### config.mk
export PLATFORM = sky130hd
export DESIGN_NAME = hstc_ctrl
export DESIGN_NICKNAME = d
export VERILOG_FILES = /design/src/hw/rtl/hstc_pkg.sv /design/src/hw/rtl/hstc_ctrl.sv
export SDC_FILE = /design/constraint.sdc
export NUM_CORES = 1
export LEC_CHECK = 0
export BUFFER_PORTS_ARGS = -buffer_cell sky130_fd_sc_hd__buf_2
export CELL_PAD_IN_SITES_DETAIL_PLACEMENT = 1
export CELL_PAD_IN_SITES_GLOBAL_PLACEMENT = 1
export CORE_MARGIN = 5
export CORE_UTILIZATION = 34
export CTS_CLUSTER_SIZE = 24
export DETAILED_ROUTE_END_ITERATION = 10
export GPL_ROUTABILITY_DRIVEN = 1
export PLACE_DENSITY_LB_ADDON = 0.1
export SETUP_SLACK_MARGIN = 0.1
export SYNTH_ARGS = -nofsm -noshare
export SYNTH_HDL_FRONTEND = slang
export SYNTH_SLANG_ARGS = --single-unit
### constraint.sdc
create_clock -name clk -period 2.6 [get_ports clk]
set_input_delay 0.13 -clock clk [delete_from_list [all_inputs] [get_ports clk]]
set_output_delay 0.13 -clock clk [all_outputs]
set_load 0.02 [all_outputs]
### src/hw/rtl/hstc_pkg.sv
// ----------------------------------------------------------------------------
// hstc_pkg: shared types and constants of the transition counter
// Request payloads, controller commands and status, and hash constants.
// ----------------------------------------------------------------------------
package hstc_pkg;

  localparam int unsigned MapEntriesDef = 65536;
  localparam int unsigned NumVarsDef    = 256;
  localparam int unsigned FeedDef       = 16;

  localparam logic [63:0] MixMul1 = 64'hbf58476d1ce4e5b9;
  localparam logic [63:0] MixMul2 = 64'h94d049bb133111eb;

  localparam logic [2:0] OP_MACHINE = 3'd0;
  localparam logic [2:0] OP_SUB     = 3'd1;
  localparam logic [2:0] OP_SINGLE  = 3'd2;
  localparam logic [2:0] OP_READ    = 3'd3;
  localparam logic [2:0] OP_NEWRUN  = 3'd4;

  typedef struct packed {
    logic [2:0]         op;
    logic [15:0]        var_id;
    logic signed [31:0] var_value;
    logic [15:0]        read_index;
  } in_req_t;

  typedef struct packed {
    logic        fed;
    logic [15:0] map_index;
    logic [7:0]  count_value;
  } out_req_t;

  typedef enum logic [3:0] {
    ST_CLEAR, ST_IDLE, ST_SCAN, ST_MIX1, ST_MIX2, ST_MIX3, ST_MIX4,
    ST_MIX5, ST_MAPRD, ST_MAPWR, ST_OUT
  } state_t;

  typedef struct packed {
    logic clear_step;
    logic load;
    logic scan_step;
    logic append;
    logic mix1;
    logic mix2;
    logic mix3;
    logic mix4;
    logic mix5;
    logic map_rd;
    logic map_wr;
    logic make_zero;
    logic out_valid;
  } ctl_cmd_t;

  typedef struct packed {
    logic clear_done;
    logic scan_done;
    logic found;
    logic room;
    logic in_range;
  } ctl_sts_t;

endpackage

### src/hw/rtl/hstc_ctrl.sv
// ----------------------------------------------------------------------------
// hstc_ctrl: sequencing state machine
// Walks each request through the steps its op needs: table scan, hash, counter update.
// ----------------------------------------------------------------------------
module hstc_ctrl (
  input  logic                clk,
  input  logic                rst_n,
  input  logic                in_valid,
  output logic                in_ready,
  input  logic [2:0]          in_op,
  output logic                out_valid,
  input  logic                out_ready,
  input  hstc_pkg::ctl_sts_t  sts,
  output hstc_pkg::ctl_cmd_t  cmd
);
  import hstc_pkg::*;

  state_t state_r, state_nxt;
  logic [2:0] op_r, op_nxt;

  always_ff @(posedge clk) begin
    if (!rst_n) begin
      state_r <= ST_CLEAR;
      op_r    <= '0;
    end else begin
      state_r <= state_nxt;
      op_r    <= op_nxt;
    end
  end

  always_comb begin
    state_nxt = state_r;
    op_nxt    = op_r;
    cmd       = '0;
    in_ready  = 1'b0;
    out_valid = 1'b0;
    unique case (state_r)
      ST_CLEAR: begin
        cmd.clear_step = 1'b1;
        if (sts.clear_done) begin
          state_nxt = ST_IDLE;
        end
      end
      ST_IDLE: begin
        in_ready = 1'b1;
        if (in_valid) begin
          cmd.load = 1'b1;
          op_nxt   = in_op;
          if (in_op == OP_MACHINE || in_op == OP_SUB) begin
            state_nxt = ST_MIX1;
          end else if (in_op == OP_SINGLE) begin
            state_nxt = ST_SCAN;
          end else if (in_op == OP_READ) begin
            state_nxt = ST_MAPRD;
          end else begin
            state_nxt = ST_OUT;
          end
        end
      end
      ST_SCAN: begin
        if (!sts.in_range) begin
          cmd.make_zero = 1'b1;
          state_nxt = ST_OUT;
        end else if (sts.found) begin
          state_nxt = ST_MIX1;
        end else if (sts.scan_done) begin
          if (sts.room) begin
            cmd.append = 1'b1;
            state_nxt  = ST_MIX1;
          end else begin
            cmd.make_zero = 1'b1;
            state_nxt = ST_OUT;
          end
        end else begin
          cmd.scan_step = 1'b1;
        end
      end
      ST_MIX1: begin cmd.mix1 = 1'b1; state_nxt = ST_MIX2; end
      ST_MIX2: begin cmd.mix2 = 1'b1; state_nxt = ST_MIX3; end
      ST_MIX3: begin cmd.mix3 = 1'b1; state_nxt = ST_MIX4; end
      ST_MIX4: begin cmd.mix4 = 1'b1; state_nxt = ST_MIX5; end
      ST_MIX5: begin cmd.mix5 = 1'b1; state_nxt = ST_MAPRD; end
      ST_MAPRD: begin
        cmd.map_rd = 1'b1;
        state_nxt = (op_r == OP_READ) ? ST_OUT : ST_MAPWR;
      end
      ST_MAPWR: begin
        cmd.map_wr = 1'b1;
        state_nxt  = ST_OUT;
      end
      ST_OUT: begin
        out_valid = 1'b1;
        cmd.out_valid = 1'b1;
        if (out_ready) begin
          state_nxt = ST_IDLE;
        end
      end
      default: state_nxt = ST_IDLE;
    endcase
  end

endmodule

After elaboration in Yosys (flattened, before gate mapping)
Index checks and enable logic that the tools add are counted.
- divide/modulo/power cells: 0
- mux-type cells: 35
- shifts and indexed selects: 0
- $add $sub $neg: 0
- bitwise operators: 0
- multipliers: 0
- $lt $le $gt $ge: 0
- reduce and logical (&&, ||, !) cells: 5
- eq/ne operators: 18
- operator list (operator ; count):
    $pmux W4 S11 ; 1
    $mux W4 ; 9
    $mux W1 ; 20
    $eq A4 B3 Y1 const B ; 4
    $eq A4 B4 Y1 const B ; 3
    $mux W2 ; 5
    $eq A3 B2 Y1 const B ; 3
    $eq A4 B2 Y1 const B ; 2
    $ne A2 B2 Y1 const B ; 3
    $eq A4 B1 Y1 const B ; 1
    $logic_not A4 Y1 ; 1
    $ne A4 B4 Y1 const B ; 1
    $reduce_and A4 Y1 ; 1
    $eq A3 B1 Y1 const B ; 1
    $logic_not A3 Y1 ; 1
    $reduce_and A2 Y1 ; 1
    $logic_or A1 B1 Y1 ; 1
- word-level logic and storage cells: 60
- RAM bits: 0
- input port bits: 12
- bits in latches: 0
- register bits: 7
- ROM bits: 0
- memories: 0

Longest topological paths before layout
Gate-level depths: netlist of run 1.
- word-level depth: 6
- mapped depth: 6
- mapped depth without buffers: 4

Least setup slack after synthesis of run 1
No wires, ideal clock.
- kind: flip-flop to output port
- start point: register state_r[3]
- end point: output port cmd[9] (netlist bit)
- required time: 2.470 ns
- buffers on the path: 1
- stages on the path, launching flop included: 4
- path slack: 0.825 ns
- data arrival time: 1.645 ns
- cell sequence: dfxtp_1 > buf_6 > or4b_4 > nor4_1
- RTL lines (item ; line ; RTL):
    from (decl) ; hstc_ctrl.sv:18 ; state_t state_r, state_nxt;
    from (signal assigned) ; hstc_ctrl.sv:26 ; state_r <= state_nxt;
    to (decl) ; hstc_ctrl.sv:14 ; output hstc_pkg::ctl_cmd_t cmd

==> impl_metrics.toml, run 1 <==
[drt]
drc = 0
wl_mm = 1.78
drtPass1Iterations = 3
vias = 666
drt-vias-per-instance = 5.24
drt.antenna.violating_nets = 0
routedWlPerCell_um = 14.0
drtIter0Drc = 10

[cts]
cts_hold_buf = 0
root_buffer = "clkbuf_4"
clockBufferDepth = 2
path_clk_slew_ns = 0.05
cts_made_buffers = 3
post_cts_buffers = 0
ctsResizeCount = 0
cts_max_level = 1
cts_tree = "done"
clk_latency_ns = 0.25
clock_sinks = 7

[grt]
grtUsageTotal_pct = 15.1
grt_pass1_wl_mm = 3.05
antenna_found_initial = 0
grt_max_degree = 19
grt_pass1_vias = 661
grt_overflow = 0

[synth]
ys_seq_area_share_pct = 23.1
synth.avg_cell_area_um2 = 7.88
synth_cell_types = 34
ys_top_cells_by_area = "dfxtp_1 (23%), mux2i_1 (4.9%), nor3_1 (4.1%)"
syn_inst = 77
ys_seq_elements = 7
syn_area_um2 = 607
syn_nets = 89
synth_largest_area_cell = "dfxtp_1"
ys_warn_count = 0
synth_top_area_share_pct = 23.1

[final_layout]
nNetsFinal = 115
final_layout_size_suffix_gt1_share_pct = 34.3
final_cell_mix = "buf_2 (26), dfxtp_1 (7)"
n_fill_cell = 231
multi_input_area_um2 = 414
layout_commonest_cell = "buf_2"
final_area_um2 = 768
diodes = 0
syn_to_final_growth_pct = 26.6
seqCellArea_um2 = 140

[floorplanning]
row_count = 15
initial_core_util_pct = 35.5
core_um2 = 1710
ios = 27
dieHeight_um = 52.2
die_area_um2 = 2730
die_w_um = 52.2

[placed_design]
dpl_cell_area_um2 = 742
gp_congestion = 0.753
io_buffer_count = 26
dpl_worst_slack_ns = 0.852
dp_hpwl_mm = 1.40

[pwr]
p_total_w = 0.000314
leakagePower_nw = 0.384
p_per_area_nw_per_um2 = 408
ir_drop_v = 0.000302

[timing]
layout_setup_ws_ns = 0.633
fin_skew_ns = 0.000476
worstMarginPinSlew_ns = 0.555
setup_viol = 0
rsz0062_at_grt = "no"
max_freq_ghz = 0.509
setup_tns_ns = 0
fin_crit_sh_pct = 75.6
final_max_slew_viol_count = 0
min_period_ns = 1.97
max_slew_margin_pct = 62.9
hold_viol = 0

[critical_path]
cp-start-kind = "flip-flop"
crit_required_ns = 2.47
cp.arrival_ns = 1.84
worst-setup-path-type = "flip-flop to primary output"
cp-end-kind = "primary output"
cp_max_fo = 18

[outcome]
status = "finished, final reports clean"

[worst_hold_path]
hold_class = "input pin to flip-flop"

[job]
drv_cap = 0
## metrics by stage
step	hold slack (ns)	std cells	utilization, %
5_1_grt	0.206	127	45.0
2_1_floorplan	0.240	77	-
3_5_place_dp	0.435	123	43.4
4_1_cts	0.184	127	45.0
6_report	0.173	127	45.0
3_3_place_gp	0.438	123	43.4
## routing by layer
layer,global-route usage (%),part of all wire (%)
met1,19.6,48
met2,24.3,47
met3,5.13,5.3
met4,2.55,0
met5,0,0
## cell families (layout without fill, tap and decap cells)
logic type | count (synthesis) | in the layout | share of synthesized area, %
and+or+nand+nor | 38 | 38 | 40.6
muxes | 4 | 4 | 6.80
DFF | 7 | 7 | 23.1
xor gates and xnor gates | 1 | 1 | 1.44
AOI/OAI and AO/OA | 16 | 16 | 19.4
buffers and inverters | 11 | 36 | 8.66
## report_power, final
group / switching (W) / internal (W)
registers: 0.0000127 / 0.000114
logic: 0.0000491 / 0.0000381
clock network: 0.0000414 / 0.0000586
total: 0.000103 / 0.000210
## cell type report
cell class / instances / share of cell area (%)
flip-flops and latches: 7 / 18.2
inverters: 5 / 2.44
repair buffers: 27 / 17.9
clock buffers: 4 / 3.42
multi-input cells: 59 / 53.9
well taps: 25 / 4.07
## state kept, by name, indices dropped and copies added (netlist names)
| name | flops |
|---|---|
| state_r | 4 |
| op_r | 3 |
## worst paths after layout
kind              startpoint         end  slack (ns)  cells past startpoint
hold reg to reg      op_r[2]     op_r[2]        0.51                      2
hold / removal         rst_n  state_r[3]        0.17                      2
setup reg to reg  state_r[3]  state_r[3]        0.80                      4
setup / recovery  state_r[3]     cmd[10]        0.63                      3
## worst max-delay path, cell delays in order, from the launching register on
cell     delay (ns)
dfxtp_1        0.48
or4b_4         0.62
nor4_4         0.25
buf_2          0.23
## Yosys cell counts (all sizes together)
master,count
nand3,3
nor4bb,1
nand2b,3
or4,1
o21ai,5
nor3,5
a21oi,2
a21o,1
and2b,1
inv,5
nor4b,1
o211ai,2
a211oi,3
xor2,1
nor3b,1
nand2,5
dfxtp,7
clkbuf,4
and3b,1
a311oi,1
mux2,1
or2b,1
o41a,1
buf,2
a2111o,1
or4b,1
nor2b,3
nor4,4
and3,2
nor2,5
mux2i,3
No activity file was read; power rests on OpenSTA's default activity.
==> run 2: changes to the inputs <==
--- a/config.mk
+++ b/config.mk
@@ -9,7 +9,7 @@
 export CELL_PAD_IN_SITES_DETAIL_PLACEMENT = 1
 export CELL_PAD_IN_SITES_GLOBAL_PLACEMENT = 1
 export CORE_MARGIN = 5
-export CORE_UTILIZATION = 34
+export CORE_UTILIZATION = 31
 export CTS_CLUSTER_SIZE = 24
 export DETAILED_ROUTE_END_ITERATION = 10
 export GPL_ROUTABILITY_DRIVEN = 1
==> constraint.sdc (replaced) <==
create_clock -name clk -period 1.95 [get_ports clk]
set_input_delay 0.0975 -clock clk [delete_from_list [all_inputs] [get_ports clk]]
set_output_delay 0.0975 -clock clk [all_outputs]
set_load 0.02 [all_outputs]
==> impl_metrics.toml, run 2 (synthesis results as in run 1) <==
[timing]
fin_crit_sh_pct = 92.5
setup_viol = 0
final_max_slew_viol_count = 0
rsz0062_at_grt = "yes"
max_freq_ghz = 0.555
timing.hold.ws_ns = 0.134
max_slew_margin_pct = 69.8
worstMarginPinSlew_ns = 0.448
hold_viol = 0
min_period_ns = 1.80
setup_tns_ns = 0
fin_skew_ns = 0.00211

[placed_design]
gp_congestion = 0.798
dpl_cell_area_um2 = 767
io_buffer_count = 26
dp_hpwl_mm = 1.43
place_inst = 128

[pwr]
clkPwrFrac_pct = 33.5
p_sw_w = 0.000152
p_per_area_nw_per_um2 = 519
p_int_w = 0.000282
sw_frac_of_total_pct = 35.0
ir_drop_v = 0.000352
p_seq_share_pct = 36.9
comb_power_share_pct = 29.6
leakagePower_nw = 0.427

[grt]
grtUsageTotal_pct = 14.4
grt_pass1_vias = 687
antenna_found_initial = 0
grt_overflow = 0
grt_max_degree = 13
grt_pass1_wl_mm = 3.08

[cts]
path_clk_slew_ns = 0.06
cts_tree = "done"
cts_made_buffers = 3
root_buffer = "clkbuf_4"
clockBufferDepth = 2
clock_sinks = 7
clk_latency_ns = 0.27
cts_max_level = 1

[critical_path]
cp-start-kind = "flip-flop"
cp.arrival_ns = 1.71
crit_required_ns = 1.85
worst-setup-path-type = "flip-flop to primary output"
rrSetupSlack_ns = 0.26
cp_max_fo = 8
cp-end-kind = "primary output"

[final_layout]
seqCellArea_um2 = 150
n_fill_cell = 257
final_layout_size_suffix_gt1_share_pct = 43.1
top_register = "state_r"
top_regs = "state_r: 4 flops, op_r: 3 flops"
layout_commonest_cell = "buf_2"
multi_input_area_um2 = 414
diodes = 0
syn_to_final_growth_pct = 37.9
final_cells = 136
largest_reg_flops = 4
final_cell_mix = "buf_2 (25), buf_4 (9)"
final_area_um2 = 837
nNetsFinal = 122

[floorplanning]
dieHeight_um = 54.2
initial_core_util_pct = 31.6
row_count = 16
die_area_um2 = 2940
die_w_um = 54.2
core_um2 = 1920
ios = 27

[drt]
drt-vias-per-instance = 5.06
drtPass1Iterations = 4
drt.antenna.violating_nets = 0
drc = 0
wl_mm = 1.76
drtIter0Drc = 5
routedWlPerCell_um = 12.9
met1_length_um = 780
top_layer = "met4"
vias = 688
met3_length_um = 115
met2_length_um = 843

[worst_hold_path]
hold_class = "input pin to flip-flop"

[outcome]
status = "finished, final reports clean"

[job]
drv_cap = 0
[run 2: final cells by class]
class | count | area share, %
Multi-Input combinational cell | 59 | 49.5
Timing Repair Buffer | 34 | 23.0
Sequential cell | 7 | 17.9
Tap cell | 27 | 4.04
Clock buffer | 3 | 2.69
Inverter | 5 | 2.24
Clock inverter | 1 | 0.598
[run 2: per-stage QoR]
| stage | total power [W] | setup WS (ns) | utilization (%) |
|---|---|---|---|
| after floorplan | 0.000245 | 0.208 | - |
| after global placement | 0.000292 | 0.351 | 39.9 |
| after detailed placement | 0.000293 | 0.318 | 39.9 |
| after CTS | 0.000439 | 0.114 | 41.5 |
| after global routing | 0.000465 | 0.0732 | 43.6 |
| final | 0.000435 | 0.147 | 43.6 |
[run 2: power groups by stage]
stage	Combinational, W	Clock (W)	Sequential, W
2_1_floorplan	0.0000856	0	0.000160
3_3_place_gp	0.000126	0	0.000166
3_5_place_dp	0.000126	0	0.000167
4_1_cts	0.000127	0.000149	0.000164
5_1_grt	0.000145	0.000157	0.000162
6_report	0.000129	0.000146	0.000161
[run 2: what timing repair did]
action                                  CTS  global route
buffers inserted                          0             4
hold buffers                              0             0
gates resized for setup                   2             5
pin swaps                                 0             2
endpoints found under the setup margin    2             4
[run 2: worst paths after layout]
| kind | from | end | depth (start not counted) |
|---|---|---|---|
| setup / recovery | state_r[2] | cmd[10] | 3 |
| hold / removal | in_op[0] | op_r[0] | 3 |
| setup reg to reg | state_r[2] | state_r[3] | 5 |
| hold reg to reg | op_r[2] | op_r[2] | 2 |
[run 2: worst max-delay path: stages (launching register included)]
cell and delay, ns:
dfxtp_4 0.37, or4b_4 0.55, nor4_4 0.31, buf_4 0.20
[run 2: routing by layer]
metal / track usage (%) / vias to the layer above
li1: - / 345
met5: 0 / -
met4: 4.56 / 0
met2: 24.3 / 17
met1: 16.8 / 322
met3: 5.18 / 4
